`config.mk`:
```
export PLATFORM = sky130hd
export DESIGN_NAME = tsrb_blend
export DESIGN_NICKNAME = d
export VERILOG_FILES = /design/src/sv/tsrb_pkg.sv /design/src/sv/tsrb_blend.sv
export SDC_FILE = /design/constraint.sdc
export NUM_CORES = 2
export LEC_CHECK = 0
export ABC_AREA = 1
export BUFFER_PORTS_ARGS = -buffer_cell sky130_fd_sc_hd__buf_2
export CORE_MARGIN = 10
export CORE_UTILIZATION = 45
export DETAILED_ROUTE_END_ITERATION = 8
export GPL_TIMING_DRIVEN = 0
export PLACE_DENSITY = 0.69
export SETUP_SLACK_MARGIN = 0.15
export SYNTH_ARGS = -nofsm -noshare
export SYNTH_HDL_FRONTEND = slang
export SYNTH_SLANG_ARGS = --single-unit
export TNS_END_PERCENT = 20
```
`constraint.sdc`:
```
create_clock -name clk_i -period 4.75 [get_ports clk_i]
set_input_delay 1.1875 -clock clk_i [delete_from_list [all_inputs] [get_ports clk_i]]
set_output_delay 1.1875 -clock clk_i [all_outputs]
set_load 0.01 [all_outputs]
```
`src/sv/tsrb_pkg.sv`:
```
// Package for the tilt-shift row blend: widths, fixed-point constants and shared types.
// No dependencies; every other file imports it.
`default_nettype none
package tsrb_pkg;

  // Frame and register geometry
  localparam int unsigned MAX_ROWS = 4096;
  localparam int unsigned ROW_W    = 12;
  localparam int unsigned PIX_W    = 8;
  localparam int unsigned DS_W     = 7;
  localparam int unsigned FH_W     = 12;
  localparam int unsigned CR_W     = 13;
  localparam int unsigned N_W      = 15;   // signed row offset
  localparam int unsigned ADDR_W   = 4;
  localparam int unsigned DATA_W   = 32;

  // Register indexes on the configuration port
  localparam logic [1:0] REG_BLUR_SCALE = 2'd0;
  localparam logic [1:0] REG_FOCUS_HALF = 2'd1;
  localparam logic [1:0] REG_CENTER_ROW = 2'd2;

  localparam logic [DS_W-1:0] BLUR_SCALE_RST = 7'd21;
  localparam logic [FH_W-1:0] FOCUS_HALF_RST = 12'd614;
  localparam logic [CR_W-1:0] CENTER_ROW_RST = 13'd2048;

  // Argument divider (Q5.11, saturating at 8.0)
  localparam int unsigned MAG_W     = 15;
  localparam int unsigned ARG_NUM_W = 26;
  localparam int unsigned DIV_STG   = 15;
  localparam int unsigned ARG_SAT   = 16384;

  // Pade tanh in Q1.15
  localparam int unsigned U_W   = 23;
  localparam int unsigned U2_W  = 29;
  localparam int unsigned U3_W  = 35;
  localparam int unsigned P_W   = 38;
  localparam int unsigned Q_W   = 41;
  localparam int unsigned PL_W  = 19;
  localparam int unsigned PP_W  = 34;
  localparam int unsigned XP_W  = 53;
  localparam int unsigned M_W   = 57;
  localparam int unsigned TANH_MAX = 32767;
  localparam logic [Q_W-1:0] PADE_C0 = 41'd8856207360;
  localparam int unsigned PC1 = 17325;
  localparam int unsigned PC2 = 378;
  localparam int unsigned QC1 = 62370;
  localparam int unsigned QC2 = 3150;
  localparam int unsigned QC3 = 28;

  // Blend weights and division by 510 via reciprocal
  localparam logic [15:0] ALPHA_FULL  = 16'd65280;
  localparam int unsigned Y_W         = 17;
  localparam int unsigned RECIP_W     = 19;
  localparam int unsigned RECIP_SHIFT = 27;
  localparam logic [RECIP_W-1:0] RECIP_K = 19'd263173;
  localparam logic [7:0] ROUND_ADD = 8'd255;
  localparam logic [PIX_W-1:0] PIX_MAX = 8'd255;

  // Signed magnitude with valid, passed from the argument to the tanh units and on to the blend unit
  typedef struct packed {
    logic             valid;
    logic             neg;
    logic [MAG_W-1:0] mag;
  } sgn_t;

  // Channel payload of one pixel
  typedef struct packed {
    logic [2:0][PIX_W-1:0] orig;
    logic [2:0][PIX_W-1:0] blur;
  } pix_t;

endpackage
`default_nettype wire

```
`src/sv/tsrb_blend.sv`:
```
// Blend unit: weights from the two tanh values, scaled channel sums, saturation.
// Depends on tsrb_pkg.
`default_nettype none
module tsrb_blend (
  input  wire logic                      clk_i,
  input  wire logic                      rst_ni,
  input  tsrb_pkg::sgn_t                 t1_i,
  input  tsrb_pkg::sgn_t                 t2_i,
  input  tsrb_pkg::pix_t                 pix_i,
  output logic                           done_o,
  output logic [2:0][tsrb_pkg::PIX_W-1:0] out_o
);
  import tsrb_pkg::*;

  logic [3:0]                    vld_q;
  logic [PIX_W-1:0]              wa_q, wb_q;
  pix_t                          pix_q;
  logic [2:0][Y_W-1:0]           ya_q, yb_q;
  logic [2:0][Y_W+RECIP_W-1:0]   pa_q, pb_q;
  logic [2:0][PIX_W-1:0]         out_q;

  logic signed [MAG_W+1:0] t1s, t2s, diff;
  logic [15:0]             dpos;
  logic [23:0]             alpha_w;
  logic [15:0]             alpha;
  logic [2:0][PIX_W:0]     sum;

  always_comb begin
    t1s   = t1_i.neg ? -$signed((MAG_W+2)'(t1_i.mag)) : $signed((MAG_W+2)'(t1_i.mag));
    t2s   = t2_i.neg ? -$signed((MAG_W+2)'(t2_i.mag)) : $signed((MAG_W+2)'(t2_i.mag));
    diff  = t1s - t2s;
    dpos  = diff[MAG_W+1] ? '0 : diff[15:0];
    alpha_w = 24'(dpos) * 24'(PIX_MAX);
    alpha = alpha_w[23:8];
    for (int k = 0; k < 3; k++) begin
      sum[k] = (PIX_W+1)'(pa_q[k][RECIP_SHIFT +: PIX_W])
             + (PIX_W+1)'(pb_q[k][RECIP_SHIFT +: PIX_W]);
    end
  end

  always_ff @(posedge clk_i or negedge rst_ni) begin
    if (!rst_ni) begin
      vld_q <= '0;
    end else begin
      vld_q <= {vld_q[2:0], t1_i.valid};
    end
  end

  always_ff @(posedge clk_i) begin
    wa_q  <= alpha[15:8];
    wb_q  <= 8'((ALPHA_FULL - alpha) >> 8);
    pix_q <= pix_i;
    for (int k = 0; k < 3; k++) begin
      // 2*v*w + 255, later divided by 510 through a reciprocal
      ya_q[k] <= ((Y_W'(pix_q.orig[k]) * Y_W'(wa_q)) << 1) + Y_W'(ROUND_ADD);
      yb_q[k] <= ((Y_W'(pix_q.blur[k]) * Y_W'(wb_q)) << 1) + Y_W'(ROUND_ADD);
      pa_q[k] <= (Y_W+RECIP_W)'(ya_q[k]) * (Y_W+RECIP_W)'(RECIP_K);
      pb_q[k] <= (Y_W+RECIP_W)'(yb_q[k]) * (Y_W+RECIP_W)'(RECIP_K);
      out_q[k] <= sum[k][PIX_W] ? PIX_MAX : sum[k][PIX_W-1:0];
    end
  end

  assign done_o = vld_q[3];
  assign out_o  = out_q;

endmodule
`default_nettype wire
```
# [Word level (Yosys, flattened, before mapping)]
# Cells that the tools add are included.
[classes] add_sub_neg=13 mul=13 n_mux=3
[ops] operator="$mul 17x19->35 const B" count=6
[ops] operator="$add 17x8->17 const B" count=6
[ops] operator="$mul 8x8->16" count=6
[ops] operator="$mux 17" count=2
[ops] operator="$neg 15->17" count=2
[ops] operator="$add 8x8->9" count=3
[ops] operator="$mul 16x8->24 const B" count=1
[ops] operator="$sub 17x17->17" count=1
[ops] operator="$mux 16" count=1
[ops] operator="$sub 16x16->16 const A" count=1
[word_totals] register_bits=404 inputBits=84 out_inout_bits=25 wordCells=53

# [Depth between registers and ports, before layout]
[depth] word_depth=6 mapped_depth=51 ltp_nobuf=51

# [Least setup slack after synthesis]
# No wires, ideal clock.
[synth_path] path_kind="input-to-reg" startpoint="input port t2_i[1] (netlist name)" endpoint="register wb_q[6]" setup_time_ns=0.114 arrival_time_ns=7.756 required_time_ns=4.636 setup_slack_ns=-3.119 cell_stages=48 n_path_buf=0 cell_sequence="nor3_1 nor3b_1 inv_1 nor3_1 nand2_1 nor4_1 inv_1 o21ai_0 xnor2_1 inv_1 ha_1 nand2_1 nor2_2 nand2_1 nor2_1 nand2_1 nand2_1 nand3_1 [... 12 more ...] fa_1 inv_1 ha_1 nand2_1 nor4_1 nand4_1 nand2_2 nand2_1 nand2_1 nand2_1 nand2_2 inv_2 nor2_4 nand2_4 nor2_4 nand3_2 nand2_1 nand2_1"
[synth_between] elab_chain_len=6
[synth_rtl] element="start, declared" line="tsrb_blend.sv:8" source="input tsrb_pkg::sgn_t t2_i,"
[synth_rtl] element="$neg 15->17" line="tsrb_blend.sv:30" source="t2s = t2_i.neg ? -$signed((MAG_W+2)'(t2_i.mag)) : $signed((MAG_W+2)'(t2_i.mag));"
[synth_rtl] element="$mux 17 (*)" line="tsrb_blend.sv:30"
[synth_rtl] element="$sub 17x17->17 (*)" line="tsrb_blend.sv:31" source="diff = t1s - t2s;"
[synth_rtl] element="$mux 16 (*)" line="tsrb_blend.sv:32" source="dpos = diff[MAG_W+1] ? '0 : diff[15:0];"
[synth_rtl] element="$mul 16x8->24 (*)" line="tsrb_blend.sv:33" source="alpha_w = 24'(dpos) * 24'(PIX_MAX);"
[synth_rtl] element="net alpha_w[16]" line="tsrb_blend.sv:24" source="logic [23:0] alpha_w;"
[synth_rtl] element="$sub 16x16->16 (*)" line="tsrb_blend.sv:51" source="wb_q <= 8'((ALPHA_FULL - alpha) >> 8);"
[synth_rtl] element="end signal, assigned" line="tsrb_blend.sv:51"
[synth_rtl] element="end, declared" line="tsrb_blend.sv:16" source="logic [PIX_W-1:0] wa_q, wb_q;"
# The timed path passes the listed nets; every way through them passes the cells marked *.
# A chain may end at the register's enable or synchronous reset.

# [Worst setup path after layout]
[layout_path] startpoint="input port t2_i[2] (netlist name)" endpoint="register wb_q[3]"
[layout_between] elab_chain_len=6
[layout_rtl] element="$neg 15->17" line="tsrb_blend.sv:30"
[layout_rtl] element="$mux 17 (*)" line="tsrb_blend.sv:30"
[layout_rtl] element="$sub 17x17->17 (*)" line="tsrb_blend.sv:31"
[layout_rtl] element="$mux 16 (*)" line="tsrb_blend.sv:32"
[layout_rtl] element="$mul 16x8->24 (*)" line="tsrb_blend.sv:33"
[layout_rtl] element="$sub 16x16->16 (*)" line="tsrb_blend.sv:51"
# Every way passes the cells marked *; elsewhere a longest branch is shown, timed or not.

==> flow_metrics.env <==
export IMPL_hold_path_startpoint="vld_q[2]"
export IMPL_synthesis_area_mm2=0.03668
export IMPL_final_core_occ_pct=51.35
export IMPL_crit_path_frequent_cell="inv_1"
export IMPL_die_x_um=305.5
export IMPL_fmax_mhz=133.2
export IMPL_worstReg2RegEnd="yb_q[16]"
export IMPL_layout_setup_ws_ns=-2.760
export IMPL_synth_top_cell_area_share_pct=30.19
export IMPL_setup_crit_path_kind="input pin to register"
export IMPL_type_of_the_worst_min_delay_path="register to register"
export IMPL_ys_ff_latch=236
export IMPL_viasPerCell=4.885
export IMPL_synth_async_reset_ratio_pct=1.695
export IMPL_most_common_cell_after_layout_fill_and_taps_aside="inv_1"
export IMPL_setup_viol=25
export IMPL_cts_inserted_buffers=30
export IMPL_clk_transition_reported_paths_ns=0.07
export IMPL_reg2reg_depth=21
export IMPL_post_route_min_period_ns=7.510
export IMPL_setup_slack_of_the_worst_register_to_register_path_ns=-0.26
export IMPL_first_pass_iters=6
export IMPL_timing_critical_path_slowest_stage_cell="fa_1"
export IMPL_finalCritPeriodShare_pct=158.1
export IMPL_synth_area_top_cells="ha_1 30%, fa_1 18%, dfxtp_1 13%"
export IMPL_worst_hold_path_num_cells=0
export IMPL_die_area_mm2=0.09334
export IMPL_max_capacitance_violation_count=0
export IMPL_globalRoute_totalOverflow=0
export IMPL_final_instance_count_excl_fill=5778
export IMPL_synth_lib_cells_used_distinct=59
export IMPL_num_io_pins=109
export IMPL_seq_area_frac_synth_pct=12.93
export IMPL_initial_util_pct=45.47
export IMPL_wire_length_of_the_first_global_routing_pass_um=136600
export IMPL_drt_total_wl_um=80110
export IMPL_cts_root_buf="clkbuf_16"
export IMPL_rsz0062_at_grt="true"
export IMPL_failed_checks="negative setup slack"
export IMPL_min_delay_worst_endpoint="vld_q[3]"
export IMPL_ys_warnings_count=0
export IMPL_final_max_slew_violation_count=0
export IMPL_gr_usage_all_layers_pct=17.27
export IMPL_final_layout_size_suffix_gt1_share_pct=12.08
export IMPL_cts_sinks=236
export IMPL_worst_setup_path_end_kind="register"
export IMPL_final_cell_mix="973 x inv_1, 863 x ha_1, 775 x nand2_1"
export IMPL_area_growth_pct=12.93
export IMPL_grt_start_max_net_pins=16
export IMPL_worstPathArrival_ns=8.03
export IMPL_wl_per_cell_um=13.86
export IMPL_tightest_slew_ns=0.5999
export IMPL_hold_slack_ns=0.3471
export IMPL_n_fill_cell=7508
export IMPL_synthesis_nets=5798
export IMPL_synth_top_cell_by_area="ha_1"
export IMPL_worstReg2RegStart="wb_q[7]"
export IMPL_startpoint_type="input pin"
export IMPL_clock_tree_htree_level_count=1
export IMPL_max_slew_margin_rel_pct=60.01
export IMPL_syn_avg_cell_area_um2=8.161
export IMPL_post_synth_inst_count=4495
export IMPL_dpl_instance_area_mm2=0.03896
export IMPL_final_antenna_net_count=0
export IMPL_run_status="complete, but fails checks"
export IMPL_clk_insertion_delay_late_ns=0.60
export IMPL_placeableCoreArea_mm2=0.08068
export IMPL_cts_tree="yes"
export IMPL_critPathMaxStageDelay_ns=0.53
export IMPL_final_nets=5998
export IMPL_finalHoldViolations=0
export IMPL_first_iter_violations=941
export IMPL_clock_skew_final_ns=0.01631
export IMPL_number_of_antenna_violations_at_the_first_check_in_global_routing=2
export IMPL_dpl_cell_count=5661
export IMPL_vias=28220
export IMPL_synth_flop_cell="dfxtp_1"
export IMPL_worst_path_max_fanout=6
export IMPL_maximum_root_to_sink_buffer_count=3
export IMPL_vias_in_the_first_global_route=29350
export IMPL_synth_enable_flop_cells=0
export IMPL_hpwl_um=68020
export IMPL_globalplace_congestion=0.8936
export IMPL_rows=104
export IMPL_die_h_um=305.5
export IMPL_drcViolationCount=0
export IMPL_cp_required_ns=5.27
export IMPL_io_buffer_count=106
export IMPL_final_design_area_no_fill_mm2=0.04142
-- state kept, by name (all words and copies together) (netlist names) --
| signal | count |
|---|---|
| pb_q | 24 |
| pa_q | 24 |
| vld_q | 4 |
| wb_q | 8 |
| ya_q | 48 |
| wa_q | 8 |
| pix_q | 48 |
| out_o | 24 |
| yb_q | 48 |
-- layout make-up --
cell class | count | area, um2 | share of cell area, %
Buffer | 82 | 494.2 | 1.193
Sequential cell | 236 | 4777 | 11.53
Multi-Input combinational cell | 3171 | 28960 | 69.92
Tap cell | 1060 | 1326 | 3.202
Timing Repair Buffer | 167 | 1020 | 2.462
Clock inverter | 21 | 262.8 | 0.6343
Clock buffer | 33 | 772.0 | 1.864
Antenna cell | 1 | 2.502 | 0.006041
Inverter | 1007 | 3806 | 9.188
-- per-stage QoR --
stage | setup TNS, ns | setup slack, ns
2_1_floorplan | -37.59 | -2.553
4_1_cts | -40.39 | -2.651
6_report | -40.05 | -2.760
3_5_place_dp | -66.37 | -3.740
3_3_place_gp | -62.73 | -3.578
5_1_grt | -51.82 | -3.113
-- worst max-delay path: cells and delay by family --
family / cells / cell delay, ns
xor gates and xnor gates: 4 / 0.64
AOI/OAI and AO/OA: 5 / 0.78
adders and majority gates: 6 / 2.23
buffers and inverters: 12 / 1.00
and+or+nand+nor: 19 / 2.16
-- synth_stat cells (all sizes together) (3+ instances only) --
library cell	count
nor4	18
dfrtp	4
o21a	9
o21ai	70
nand3b	9
a211oi	6
xor2	163
dfxtp	232
nand4	32
a21boi	6
xnor2	75
a21o	20
o21bai	18
fa	334
inv	1005
and3	3
or2	14
ha	885
nand2	842
o311ai	4
o31ai	10
nor2	238
o2111ai	3
nor3	56
a31oi	18
a21oi	218
o221ai	3
nand3	77
nor3b	3
a221oi	7
clkbuf	81
or3	5
o211ai	15
-- kinds of logic after synthesis --
logic type | Yosys count | synth area share, %
and+or+nand+nor | 1300 | 15.15
adders and majority gates | 1219 | 48.41
buffers and inverters | 1089 | 11.23
AOI/OAI and AO/OA | 413 | 6.576
xor gates and xnor gates | 238 | 5.703
DFF | 236 | 12.93
-- layer usage --
layer  vias to the layer above  global-route usage (%)  wire, um
met4                         0                   4.766      2288
met3                       122                   1.839      2623
met1                     13170                   21.00     35700
met5                         -                       0         0
li1                      14580                       -         -
met2                       356                   31.83     39500
-- what timing repair did --
item                       in CTS  in global routing
pin swaps                      53                 54
buffers inserted               48                 13
cloned                          1                  0
gates resized for setup       168                121
setup endpoints to repair      55                 52
hold buffers                    0                  0
-- how the worst max path moves through the flow --
| stage | start | to | slack, ns | depth (start not counted) |
|---|---|---|---|---|
| global placement | t2_i[2] | wb_q[3] | -3.58 | 45 |
| floorplan | t2_i[1] | wb_q[6] | -2.55 | 49 |
| global route | t2_i[2] | wb_q[7] | -3.11 | 47 |
| CTS | t2_i[1] | wb_q[3] | -2.65 | 47 |
| detailed placement | t2_i[2] | wb_q[3] | -3.74 | 46 |
| finish | t2_i[2] | wb_q[3] | -2.76 | 46 |
Power is not shown: default switching activity piles up to over one toggle a cycle in this logic, so the estimate is an artifact.
