**src/sv/tsrb_pkg.sv**
```systemverilog
// Package for the tilt-shift row blend: widths, fixed-point constants and shared types.
// No dependencies; every other file imports it.
`default_nettype none
package tsrb_pkg;

  // Frame and register geometry
  localparam int unsigned MAX_ROWS = 4096;
  localparam int unsigned ROW_W    = 12;
  localparam int unsigned PIX_W    = 8;
  localparam int unsigned DS_W     = 7;
  localparam int unsigned FH_W     = 12;
  localparam int unsigned CR_W     = 13;
  localparam int unsigned N_W      = 15;   // signed row offset
  localparam int unsigned ADDR_W   = 4;
  localparam int unsigned DATA_W   = 32;

  // Register indexes on the configuration port
  localparam logic [1:0] REG_BLUR_SCALE = 2'd0;
  localparam logic [1:0] REG_FOCUS_HALF = 2'd1;
  localparam logic [1:0] REG_CENTER_ROW = 2'd2;

  localparam logic [DS_W-1:0] BLUR_SCALE_RST = 7'd21;
  localparam logic [FH_W-1:0] FOCUS_HALF_RST = 12'd614;
  localparam logic [CR_W-1:0] CENTER_ROW_RST = 13'd2048;

  // Argument divider (Q5.11, saturating at 8.0)
  localparam int unsigned MAG_W     = 15;
  localparam int unsigned ARG_NUM_W = 26;
  localparam int unsigned DIV_STG   = 15;
  localparam int unsigned ARG_SAT   = 16384;

  // Pade tanh in Q1.15
  localparam int unsigned U_W   = 23;
  localparam int unsigned U2_W  = 29;
  localparam int unsigned U3_W  = 35;
  localparam int unsigned P_W   = 38;
  localparam int unsigned Q_W   = 41;
  localparam int unsigned PL_W  = 19;
  localparam int unsigned PP_W  = 34;
  localparam int unsigned XP_W  = 53;
  localparam int unsigned M_W   = 57;
  localparam int unsigned TANH_MAX = 32767;
  localparam logic [Q_W-1:0] PADE_C0 = 41'd8856207360;
  localparam int unsigned PC1 = 17325;
  localparam int unsigned PC2 = 378;
  localparam int unsigned QC1 = 62370;
  localparam int unsigned QC2 = 3150;
  localparam int unsigned QC3 = 28;

  // Blend weights and division by 510 via reciprocal
  localparam logic [15:0] ALPHA_FULL  = 16'd65280;
  localparam int unsigned Y_W         = 17;
  localparam int unsigned RECIP_W     = 19;
  localparam int unsigned RECIP_SHIFT = 27;
  localparam logic [RECIP_W-1:0] RECIP_K = 19'd263173;
  localparam logic [7:0] ROUND_ADD = 8'd255;
  localparam logic [PIX_W-1:0] PIX_MAX = 8'd255;

  // Signed magnitude with valid, passed from the argument to the tanh units and on to the blend unit
  typedef struct packed {
    logic             valid;
    logic             neg;
    logic [MAG_W-1:0] mag;
  } sgn_t;

  // Channel payload of one pixel
  typedef struct packed {
    logic [2:0][PIX_W-1:0] orig;
    logic [2:0][PIX_W-1:0] blur;
  } pix_t;

endpackage
`default_nettype wire

```
**src/sv/tsrb_arg.sv**
```systemverilog
// Argument unit: |n|*2048/d rounded and saturated, as a pipelined restoring divider.
// Depends on tsrb_pkg.
`default_nettype none
module tsrb_arg (
  input  wire logic                         clk_i,
  input  wire logic                         rst_ni,
  input  wire logic                         valid_i,
  input  wire logic signed [tsrb_pkg::N_W-1:0] n_i,
  input  wire logic [tsrb_pkg::DS_W-1:0]    d_i,
  output tsrb_pkg::sgn_t                    x_o
);
  import tsrb_pkg::*;

  logic [DIV_STG:0]     vld_q;
  logic                 neg_q [0:DIV_STG];
  logic                 sat_q [0:DIV_STG];
  logic [ARG_NUM_W-1:0] rem_q [0:DIV_STG];
  logic [MAG_W-1:0]     quo_q [0:DIV_STG];

  logic [MAG_W-1:0]     mag;
  logic [ARG_NUM_W-1:0] num;
  logic                 sat;

  always_comb begin
    mag = n_i[N_W-1] ? MAG_W'(-n_i) : MAG_W'(n_i);
    num = (ARG_NUM_W'(mag) << 11) + ARG_NUM_W'(d_i >> 1);
    sat = num >= (ARG_NUM_W'(d_i) * ARG_NUM_W'(ARG_SAT + 1));
  end

  always_ff @(posedge clk_i or negedge rst_ni) begin
    if (!rst_ni) begin
      vld_q <= '0;
    end else begin
      vld_q <= {vld_q[DIV_STG-1:0], valid_i};
    end
  end

  // one quotient bit per stage, most significant first
  always_ff @(posedge clk_i) begin
    rem_q[0] <= num;
    quo_q[0] <= '0;
    neg_q[0] <= n_i[N_W-1];
    sat_q[0] <= sat;
    for (int k = 1; k <= DIV_STG; k++) begin
      neg_q[k] <= neg_q[k-1];
      sat_q[k] <= sat_q[k-1];
      if (rem_q[k-1] >= (ARG_NUM_W'(d_i) << (DIV_STG - k))) begin
        rem_q[k] <= rem_q[k-1] - (ARG_NUM_W'(d_i) << (DIV_STG - k));
        quo_q[k] <= quo_q[k-1] | (MAG_W'(1) << (DIV_STG - k));
      end else begin
        rem_q[k] <= rem_q[k-1];
        quo_q[k] <= quo_q[k-1];
      end
    end
  end

  assign x_o.valid = vld_q[DIV_STG];
  assign x_o.neg   = neg_q[DIV_STG];
  assign x_o.mag   = sat_q[DIV_STG] ? MAG_W'(ARG_SAT) : quo_q[DIV_STG];

endmodule
`default_nettype wire

```
**config.mk**
```make
export PLATFORM = sky130hd
export DESIGN_NAME = tsrb_arg
export DESIGN_NICKNAME = d
export VERILOG_FILES = /design/src/sv/tsrb_pkg.sv /design/src/sv/tsrb_arg.sv
export SDC_FILE = /design/constraint.sdc
export NUM_CORES = 1
export LEC_CHECK = 0
export BUFFER_PORTS_ARGS = -buffer_cell sky130_fd_sc_hd__buf_2
export CAP_MARGIN = 20
export CORE_ASPECT_RATIO = 1.5
export CORE_MARGIN = 2
export CORE_UTILIZATION = 59
export CTS_CLUSTER_DIAMETER = 120
export DETAILED_ROUTE_END_ITERATION = 7
export GPL_TIMING_DRIVEN = 0
export MAX_ROUTING_LAYER = met4
export PLACE_DENSITY = 0.76
export REMOVE_ABC_BUFFERS = 1
export SLEW_MARGIN = 20
export SYNTH_ARGS = -nofsm -noshare
export SYNTH_HDL_FRONTEND = slang
export SYNTH_SLANG_ARGS = --single-unit
```
**constraint.sdc**
```tcl
create_clock -name clk_i -period 3.19 [get_ports clk_i]
set_input_delay 0.638 -clock clk_i [delete_from_list [all_inputs] [get_ports clk_i]]
set_output_delay 0.638 -clock clk_i [all_outputs]
set_load 0.1 [all_outputs]
```
== Yosys cells after proc, flatten, opt, wreduce, memory -nomap -nowiden ==
Memory sizes are Yosys's and may differ from the RTL's.
Cells that the tools add are included.
Storage, ports and cells
  logic and storage cells: 146
  memory bits (writable): 688
  register bits after elaboration: 16
  input port bits: 25
  memories kept: 4
Memory list
  rem_q: words 16, width 26, read ports 15, clocked after Yosys merged registers in 0, wr ports 16, RTL line tsrb_arg.sv:17  | logic [ARG_NUM_W-1:0] rem_q [0:DIV_STG];
  quo_q: words 16, width 15, read ports 16, clocked after Yosys merged registers in 0, wr ports 16, RTL line tsrb_arg.sv:18  | logic [MAG_W-1:0] quo_q [0:DIV_STG];
  neg_q: words 16, width 1, read ports 16, clocked after Yosys merged registers in 0, wr ports 16, RTL line tsrb_arg.sv:15  | logic neg_q [0:DIV_STG];
  sat_q: words 16, width 1, read ports 16, clocked after Yosys merged registers in 0, wr ports 16, RTL line tsrb_arg.sv:16  | logic sat_q [0:DIV_STG];
Cells by class
  muxes and demuxes: 77
  order comparisons: 16
  bitwise logic cells: 30
  $mul: 1
  $add $sub $neg: 17
Operators by type and width (number)
  $mux 26: 15
  $mux 15: 17
  $mux 1: 45
  $or 1x1->1: 30
  $add 26x6->26: 1
  $ge 26x10->1: 1
  $ge 26x11->1: 1
  $ge 26x12->1: 1
  $ge 26x13->1: 1
  $ge 26x14->1: 1
  $ge 26x15->1: 1
  $ge 26x16->1: 1
  $ge 26x17->1: 1
  $ge 26x18->1: 1
  $ge 26x19->1: 1
  $ge 26x20->1: 1
  $ge 26x21->1: 1
  $ge 26x22->1: 1
  $ge 26x7->1: 1
  $ge 26x8->1: 1
  $ge 26x9->1: 1
  $sub 26x10->26: 1
  $sub 26x11->26: 1
  $sub 26x12->26: 1
  14 further kinds: 14

== Depth between registers and ports, before layout ==
Gate-level depths: netlist of run 1.
  depth in word-level cells: 4
  mapped depth: 12

== Worst setup path after synthesis of run 1 ==
OpenSTA, ideal clock, no wires.
  path type: input to register
  start: in d_i[2] in the netlist's numbering
  end: mem rem_q[3][21]
  slack: -0.102 ns
  stages: 9
  data arrival time: 3.178 ns
  required time: 3.076 ns
  setup time: 0.114 ns
  path through: inv_1 -> ha_1 -> nor2b_1 -> o31a_1 -> o311a_1 -> nor3b_1 -> clkbuf_1 -> nor3_1 -> a21o_1
RTL lines
  from (decl): RTL line tsrb_arg.sv:9  | input wire logic [tsrb_pkg::DS_W-1:0] d_i,
  to (decl): RTL line tsrb_arg.sv:17

==> flow_summary.json, run 1 <==
{
  "status": "finished clean",
  "ys.flop_type": "dfxtp_1",
  "drc": 0,
  "final_util_pct": 67.6,
  "place.gp.congestion": 0.872,
  "drv_cap": 0,
  "cts_tree": "yes",
  "cts.sinks": 523,
  "holdWs_ns": 0.174,
  "synthXorXnorAreaFrac_pct": 7.94,
  "syn_area_um2": 20200,
  "ant_nets": 0,
  "netlist_instances": 1920,
  "die_w_um": 155,
  "synth-seq-cells": 523,
  "critical_path_required_ns": 3.69,
  "synthArstFlopShare_pct": 3.06,
  "port_buffers": 41,
  "grt_max_degree": 25,
  "num_io_pins": 42,
  "yosysWarnings": 0,
  "tightest_slew_ns": 0.919,
  "p_leak_nw": 9.49,
  "final_nets": 2175,
  "routedWlPerCell_um": 17.7,
  "clk_path_buf_depth": 3,
  "globalRouteOverflowTotal": 0,
  "synth-seq-area-share_pct": 52.2,
  "dr.pass1.iters": 4,
  "finalSetupTns_ns": 0,
  "start_util_pct": 59.5,
  "yosys.area_share.simple_pct": 17.1,
  "layout-drive-gt1-share_pct": 11.6,
  "startpoint_type": "input pin",
  "grt_pass1_wl_um": 71000,
  "ir_drop_mv": 0.589,
  "fp.dieH_um": 231,
  "coreArea_um2": 34000,
  "syn2layout_area_growth_pct": 13.6,
  "arrival_ns": 3.61,
  "synth_top_family_by_area": "simple AND/OR/NAND/NOR gates",
  "setup.worst_path.end_class": "flip-flop",
  "grt_usage_pct": 25.5,
  "post-route-period-util_pct": 97.7,
  "grt_pass1_vias": 15000,
  "insertion_delay_ns": 0.59,
  "rows": 83,
  "synth_compound_area_share_pct": 10.7,
  "die-area_um2": 35800,
  "timing.fmax_mhz": 321,
  "fin_skew_ns": 0.0316,
  "drtIter0Drc": 583,
  "hp-class": "input pin to flip-flop",
  "slew_viol_final": 0,
  "wl_um": 44000,
  "crit_type": "input pin to flip-flop",
  "yosys.cell_types.count": 68,
  "finalSetupViolCount": 0,
  "synth_edf_count": 0,
  "power_density_nw_per_um2": 936,
  "synth.area.mux_share_pct": 1.65,
  "avgSynthCellArea_um2": 10.5,
  "viasPerCell": 5.76,
  "synthAdderAreaFrac_pct": 8.76,
  "hold_violations": 0,
  "vias": 14300,
  "relSlewSlack_pct": 38.1,
  "numCtsBuffers": 48,
  "min_period_ns": 3.12,
  "cts_max_level": 2,
  "antenna_cells": 0,
  "dp_hpwl_um": 30700,
  "clkTransAtPathRegs_ns": 0.06,
  "path_max_fanout": 16,
  "antenna_found_initial": 0,
  "root_buffer": "clkbuf_16"
}
## registers in the layout, indices dropped and copies added (netlist names)
register,flops
vld_q,16
quo_q,120
rem_q,355
sat_q,16
neg_q,16
## metrics by stage
stage	cell area, um2	std cells	total power, mW	worst slack, ns
after floorplan	20100	1889	14.0	-0.568
after global placement	20800	2355	15.2	-2.46
after detailed placement	20900	2360	15.5	-1.67
after CTS	22800	2473	21.5	0.00867
after global routing	22900	2482	22.7	-0.108
final	22900	2482	21.5	0.0741
## timing repair
action	CTS	global route
hold buffers	1	0
endpoints found under the hold margin	16	0
gates resized for setup	20	6
pin swaps	2	2
setup buffers	22	9
endpoints found under the setup margin	255	51
## routing by layer
metal  vias to the layer above  part of all wire [%]  track usage, %
li1                       7038                     -               -
met1                      6818                    33            21.0
met2                       283                    57            50.8
met3                       164                   3.3            3.55
met4                         0                   7.0            17.2
met5                         -                     0               -
## synth_stat cells (9+ instances only)
master    count  area share [%]
ha_1        119             7.4
dfxtp_1     507              50
a21o_1       20            0.74
nand2_1     100             1.9
nor4_1       54             1.7
fa_1         14             1.4
nor2b_1      47             1.5
o21a_1       41             1.5
xnor2_1      89             3.9
inv_1        53            0.99
or4_1        24            0.89
dfrtp_1      16             2.0
nand2b_1     28            0.87
o31a_1       17            0.74
nand4b_1     10            0.43
nand4_1      15            0.46
nand3b_1     16            0.59
o21ai_0      90             2.2
or3_1        31            0.96
nor4b_1      12            0.52
a211oi_1     13            0.48
xor2_1       94             4.1
or2_2        16            0.50
a21oi_1      79             2.0
nand3_1      37            0.92
mux2_2       22             1.2
and3_1        9            0.28
clkbuf_1     24            0.45
a31oi_1       9            0.28
nor3_1       58             1.4
o31ai_1      20            0.74
nor2_1      138             2.6
## layout make-up
class	instances	area [um2]
Tap cell	425	532
Sequential cell	523	10600
Timing Repair Buffer	78	571
Clock inverter	32	337
Multi-Input combinational cell	1313	9420
Clock buffer	58	1310
Inverter	53	221
Fill cell	2433	11000
## path summary, 6_finish.rpt
path	start	to	slack (ns)	cells after the start
worst max-delay path	d_i[1]	rem_q[8][20]	0.07	12
worst min-delay path	valid_i	vld_q[0]	0.17	1
worst max register to register	rem_q[11][3]	rem_q[12][12]	0.14	10
worst min register to register	quo_q[0][43]	quo_q[0][58]	0.32	0
max in group asynchronous	rst_ni	vld_q[11]	2.44	2
min in group asynchronous	rst_ni	vld_q[3]	0.50	2
## power by group
group / leakage, nW / switching, mW / total (mW) / internal (mW)
Sequential: 4.42 / 1.28 / 9.56 / 8.27
Combinational: 4.27 / 3.18 / 6.00 / 2.82
Clock: 0.808 / 2.65 / 5.92 / 3.27
## layout by cell type (no fill, tap or decap), drive strengths merged, types with 10 or more instances in the layout
master and n:
dfxtp 507, nor2 138, ha 119, nand2 100, xor2 94, o21ai 91, xnor2 89, a21oi 79
buf 77, inv 61, nor3 58, clkbuf 58, nor4 54, nor2b 47, o21a 41, nand3 37
or3 31, nand2b 28, or4 26, mux2 25, a21o 20, o31ai 20, o31a 17, or2 17
nand3b 16, dfrtp 16, nand4 15, fa 14, a211oi 13, nor4b 12, clkinvlp 11, nand4b 10
clkinv 10
## kinds of logic (layout without fill, tap and decap cells)
logic type / Yosys count / count (layout)
XOR/XNOR: 183 / 183
buffers and inverters: 84 / 221
adder cells (fa/ha/maj): 133 / 133
flip-flops: 523 / 523
AND/OR/NAND/NOR: 633 / 633
multiplexers: 29 / 29
AO/OA/AOI/OAI: 335 / 335
## critical path: stages
cell	delay, ns
buf_6	0.26
clkinvlp_4	0.21
buf_4	0.24
ha_1	0.35
ha_1	0.18
nor4b_1	0.33
nand4_1	0.16
buf_4	0.19
o211a_1	0.22
or3_1	0.38
nor4_1	0.26
xor2_1	0.16
No activity file was read; power rests on OpenSTA's default activity.
==> run 2: changes to the inputs <==
==> constraint.sdc (replaced) <==
create_clock -name clk_i -period 3.19 [get_ports clk_i]
set_input_delay 0.4785 -clock clk_i [delete_from_list [all_inputs] [get_ports clk_i]]
set_output_delay 0.4785 -clock clk_i [all_outputs]
set_load 0.1 [all_outputs]
==> flow_summary.json, run 2 (synthesis gave the netlist of run 1 again) <==
{
  "viasPerCell": 5.76,
  "port_buffers": 41,
  "slew_viol_final": 0,
  "startpoint": "d_i[5]",
  "status": "finished clean",
  "fin_skew_ns": 0.0322,
  "tightest_slew_ns": 0.890,
  "num_io_pins": 42,
  "path_depth": 10,
  "drv_cap": 0,
  "start_util_pct": 59.5,
  "timing.fmax_mhz": 325,
  "fin_area_um2": 22900,
  "antenna_cells": 0,
  "ant_nets": 0,
  "crit_end": "rem_q[8][13]",
  "critPathMaxStageDelay_ns": 0.57,
  "hold_violations": 0,
  "wl_um": 43300,
  "crit_family": "simple AND/OR/NAND/NOR gates",
  "reg2reg_from": "rem_q[13][14]",
  "holdWs_ns": 0.0372,
  "clkTransAtPathRegs_ns": 0.07,
  "register_area_um2": 10600,
  "numCtsBuffers": 48,
  "crit_type": "input pin to flip-flop",
  "grt_pass1_wl_um": 70000,
  "startpoint_type": "input pin",
  "setup.worst_path.end_class": "flip-flop",
  "r2r-end": "rem_q[14][11]",
  "relSlewSlack_pct": 40.0,
  "path_max_fanout": 17,
  "multiInputGateArea_um2": 9410,
  "antenna_found_initial": 0,
  "dr.pass1.iters": 5,
  "syn2layout_area_growth_pct": 13.2,
  "cts_tree": "yes",
  "vias": 14300,
  "p_leak_nw": 9.45,
  "cpMaxStageDelayCell": "ha_1",
  "insertion_delay_ns": 0.59,
  "cts_max_level": 2,
  "dp_hpwl_um": 30700,
  "ir_drop_mv": 0.576,
  "cp_num_buf_inv": 3,
  "min_period_ns": 3.08,
  "drc": 0,
  "drtIter0Drc": 532,
  "grt_max_degree": 25,
  "coreArea_um2": 34000,
  "largest_reg_flops": 355,
  "r2r_cells": 6,
  "hp-class": "input pin to flip-flop",
  "clk_path_buf_depth": 3,
  "routedWlPerCell_um": 17.5,
  "place.gp.congestion": 0.872,
  "top_register": "rem_q",
  "r2r_slack_ns": 0.26,
  "grt_pass1_vias": 15000,
  "grt_usage_pct": 25.1,
  "root_buffer": "clkbuf_16",
  "dpl_cell_area_um2": 20900,
  "top_regs": "rem_q x355, quo_q x120",
  "rsz0062_at_grt": "no",
  "post-route-period-util_pct": 96.5,
  "globalRouteOverflowTotal": 0,
  "rows": 83,
  "cts.sinks": 523,
  "finalSetupViolCount": 0,
  "die-area_um2": 35800,
  "final_common_cell": "dfxtp_1",
  "layout-drive-gt1-share_pct": 11.3,
  "nFillCells": 2460,
  "die_w_um": 155,
  "critical_path_required_ns": 3.66,
  "final_nets": 2170,
  "arrival_ns": 3.55,
  "power_density_nw_per_um2": 939,
  "layout_common_cells": "507 x dfxtp_1, 137 x nor2_1, 119 x ha_1",
  "crit_chain": "buf_2 -> clkinvlp_4 -> ha_1 -> and3_1 -> nand4_1 -> or4b_1 -> nor3_4 -> buf_4 -> a211oi_1 -> a21o_1",
  "fp.dieH_um": 231
}
## run 2: cell count changes in the layout (fill, tap and decap cells not counted)
| cell | previous run | this run |
|---|---|---|
| a211oi_1 | 12 | 13 |
| a211oi_2 | 1 | 0 |
| buf_12 | 6 | 3 |
| buf_4 | 29 | 26 |
| dlygate4sd3_1 | 1 | 2 |
| o21ai_0 | 89 | 90 |
| o21ai_1 | 2 | 1 |
| o311ai_1 | 1 | 2 |
| o311ai_2 | 1 | 0 |
## run 2: cell type report
cell class,count,area share [%]
clock buffer,58,5.73
inverter,53,0.969
timing repair buffer,73,2.18
sequential,523,46.2
clock inverter,32,1.47
tap,425,2.33
multi-input combinational,1313,41.2
## run 2: worst reg2reg max path, delay by kind of cell (launching register included)
| family | cells | cell delay [ns] |
|---|---|---|
| XOR/XNOR | 1 | 0.14 |
| AND/OR/NAND/NOR | 5 | 2.33 |
| flip-flops | 1 | 0.35 |
## run 2: report_power, final
group | switching, mW | internal [mW] | total, mW
logic | 3.17 | 2.81 | 5.98
clock network | 2.64 | 3.27 | 5.91
registers | 1.28 | 8.27 | 9.56
## run 2: timing repair
item,4_1_cts,5_1_grt
endpoints found under the setup margin,226,67
hold endpoints to repair,17,0
hold buffers,2,0
setup buffers,6,19
pin swaps,0,1
cloned,0,0
resized for setup,14,9
## run 2: stage by stage
step / power, mW / setup slack (ns) / std cells / setup TNS (ns) / utilization [%]
after floorplan: 14.0 / -0.409 / 1889 / -9.83 / -
after global placement: 15.2 / -2.30 / 2355 / -271.76 / 61.2
after detailed placement: 15.5 / -1.51 / 2360 / -225.75 / 61.4
after CTS: 21.5 / 0.00173 / 2458 / 0 / 66.6
after global routing: 22.7 / 0.00259 / 2477 / 0 / 67.3
final: 21.5 / 0.111 / 2477 / 0 / 67.3
## run 2: worst min-delay path by stage
| stage | from | to | slack [ns] | cells after the start |
|---|---|---|---|---|
| floorplan | rst_ni | vld_q[0] | 0.18 | 0 |
| global placement | neg_q[1] | neg_q[2] | 0.31 | 0 |
| detailed placement | quo_q[0][71] | quo_q[0][86] | 0.31 | 0 |
| CTS | d_i[3] | rem_q[0][2] | 0.01 | 1 |
| global route | n_i[0] | rem_q[0][11] | 0.04 | 1 |
| finish | n_i[0] | rem_q[0][11] | 0.04 | 1 |
## run 2: layer usage
layer / GRT usage, % / vias up / wire length [um]
li1: - / 7038 / -
met4: 17.1 / 0 / 2860
met5: - / - / 0
met1: 20.5 / 6818 / 14300
met3: 3.57 / 149 / 1220
met2: 50.0 / 260 / 24900
==> run 3: changes to the inputs <==
--- a/config.mk
+++ b/config.mk
@@ -10,7 +10,8 @@
 export CORE_ASPECT_RATIO = 1.5
 export CORE_MARGIN = 2
 export CORE_UTILIZATION = 59
-export CTS_CLUSTER_DIAMETER = 120
+export CTS_BUF_LIST = sky130_fd_sc_hd__clkbuf_4
+export CTS_CLUSTER_SIZE = 14
 export DETAILED_ROUTE_END_ITERATION = 7
 export GPL_TIMING_DRIVEN = 0
 export MAX_ROUTING_LAYER = met4
==> flow_summary.json, run 3 (synthesis gave the netlist of run 1 again) <==
{
  "layout_common_cells": "507 x dfxtp_1, 158 x clkbuf_4, 137 x nor2_1",
  "top_regs": "rem_q x355, quo_q x120",
  "cp_common_cell": "nand3_1",
  "grt.busiest_layer": "met2",
  "setup.worst_path.end_class": "flip-flop",
  "top_register": "rem_q",
  "drtIter0Drc": 561,
  "clkTransAtPathRegs_ns": 0.07,
  "startpoint": "d_i[2]",
  "ir_drop_mv": 0.523,
  "final_nets": 2242,
  "use_met1_pct": 19.7,
  "cts.sinks": 523,
  "dp_hpwl_um": 30700,
  "final_common_cell": "dfxtp_1",
  "power_density_nw_per_um2": 902,
  "vias": 14700,
  "final_util_pct": 66.7,
  "port_buffers": 41,
  "status": "finished clean",
  "dp_worst_setup_slack_ns": -1.51,
  "min_period_ns": 3.09,
  "num_io_pins": 42,
  "cpMaxStageDelayCell": "o311ai_0",
  "r2r_cells": 7,
  "hp-class": "input pin to asynchronous set/reset pin",
  "setup_slack_ns": 0.0954,
  "r2r_slack_ns": 0.14,
  "syn2layout_area_growth_pct": 12.2,
  "grt_max_degree": 25,
  "path_max_fanout": 17,
  "drv_cap": 0,
  "die-area_um2": 35800,
  "crit_chain": "buf_2 -> clkinvlp_4 -> ha_1 -> nor4b_2 -> nand3_1 -> o311ai_0 -> nand3_1 -> nor4_1 -> xor2_1",
  "antenna_found_initial": 2,
  "clkPwrFrac_pct": 24.2,
  "die_w_um": 155,
  "internal_power_mw": 13.5,
  "numCtsBuffers": 113,
  "rows": 83,
  "cts_tree": "yes",
  "wl_um": 43400,
  "fin_skew_ns": 0.0636,
  "layout-drive-gt1-share_pct": 13.5,
  "timing.fmax_mhz": 323,
  "swShare_pct": 33.8,
  "grt_use_met3_pct": 5.03,
  "slew_viol_final": 0,
  "cts_max_level": 3,
  "largest_reg_flops": 355,
  "grt_pass1_wl_um": 70500,
  "dr.pass1.iters": 8,
  "drc": 0,
  "root_buffer": "clkbuf_4",
  "grt_util_met2_pct": 49.8,
  "viasPerCell": 5.69,
  "hold_violations": 0,
  "critPathMaxStageDelay_ns": 0.72,
  "switching_power_mw": 6.90,
  "grt_usage_pct": 25.3,
  "insertion_delay_ns": 0.87,
  "relSlewSlack_pct": 31.1,
  "reg2reg_from": "rem_q[5][10]",
  "post-route-period-util_pct": 97.0,
  "critical_path_required_ns": 3.94,
  "nFillCells": 2548,
  "finalSetupViolCount": 0,
  "clk_path_buf_depth": 3,
  "comb_power_share_pct": 29.1,
  "tightest_slew_ns": 1.03,
  "coreArea_um2": 34000,
  "globalRouteOverflowTotal": 0,
  "arrival_ns": 3.84,
  "startpoint_type": "input pin",
  "crit_type": "input pin to flip-flop",
  "r2r-end": "rem_q[6][24]",
  "p_leak_nw": 9.51,
  "seqPwrFrac_pct": 46.8,
  "start_util_pct": 59.5,
  "ant_nets": 0,
  "routedWlPerCell_um": 16.7,
  "place.gp.congestion": 0.872,
  "grt_pass1_vias": 15600,
  "fp.dieH_um": 231
}
==> run 3: cell types whose count changed in the layout (fill, tap and decap cells not counted), moves of 5 or more <==
cell / previous run / this run
clkinv_1: 0 / 24
clkbuf_8: 5 / 0
dlygate4sd3_1: 2 / 25
clkinvlp_4: 11 / 3
clkbuf_16: 49 / 0
buf_4: 26 / 12
clkbuf_4: 0 / 158
==> run 3: power by group through the flow <==
stage	logic (mW)	registers [mW]	clock network, mW
after floorplan	4.66	9.32	0
after global placement	5.60	9.59	0
after detailed placement	5.84	9.67	0
after CTS	5.91	9.53	5.07
after global routing	6.65	9.75	5.42
final	5.94	9.56	4.94
==> run 3: cell type report <==
class	count	area [um2]	share of cell area, %
diodes	2	5.00	0.0221
clock buffers	158	1190	5.23
clock inverters	36	229	1.01
inverters	53	210	0.928
multi-input cells	1313	9370	41.4
flip-flops and latches	523	10600	46.6
well taps	425	532	2.35
repair buffers	80	577	2.55
==> run 3: per-layer routing <==
layer,vias to the layer above,wire [um]
li1,7247,-
met1,7017,14000
met2,304,25200
met3,171,1360
met4,0,2780
met5,-,0
==> run 3: through the flow <==
stage          cell area, um2  std cells  total power [mW]  TNS (ns)  hold WS [ns]
6_report                22700       2590              20.4         0        0.0957
5_1_grt                 22700       2590              21.8  -0.00958        0.0820
4_1_cts                 22600       2584              20.5         0        0.0406
3_5_place_dp            20900       2360              15.5   -225.75         0.312
3_3_place_gp            20800       2355              15.2   -271.76         0.309
2_1_floorplan           20100       1889              14.0     -9.83         0.183
==> run 3: how the worst max path moves through the flow <==
stage,slack (ns),depth (start not counted),to
after floorplan,-0.41,8,rem_q[12][14]
after global placement,-2.30,9,rem_q[12][14]
after detailed placement,-1.51,9,rem_q[6][24]
after CTS,0.12,9,rem_q[7][20]
after global routing,-0.01,7,rem_q[6][22]
final,0.1,9,rem_q[6][24]
==> run 3: worst max-delay path: cells and delay by family <==
kind,cells,cell delay [ns]
compound gates,1,0.72
fa+ha+maj,1,0.61
xor+xnor,1,0.17
buf+inv,2,0.64
simple gates,4,1.21
==> run 3: what timing repair did <==
action,4_1_cts,5_1_grt
setup endpoints to repair,110,26
resized for setup,5,5
setup buffers,5,4
hold buffers,25,0
hold endpoints to repair,40,0
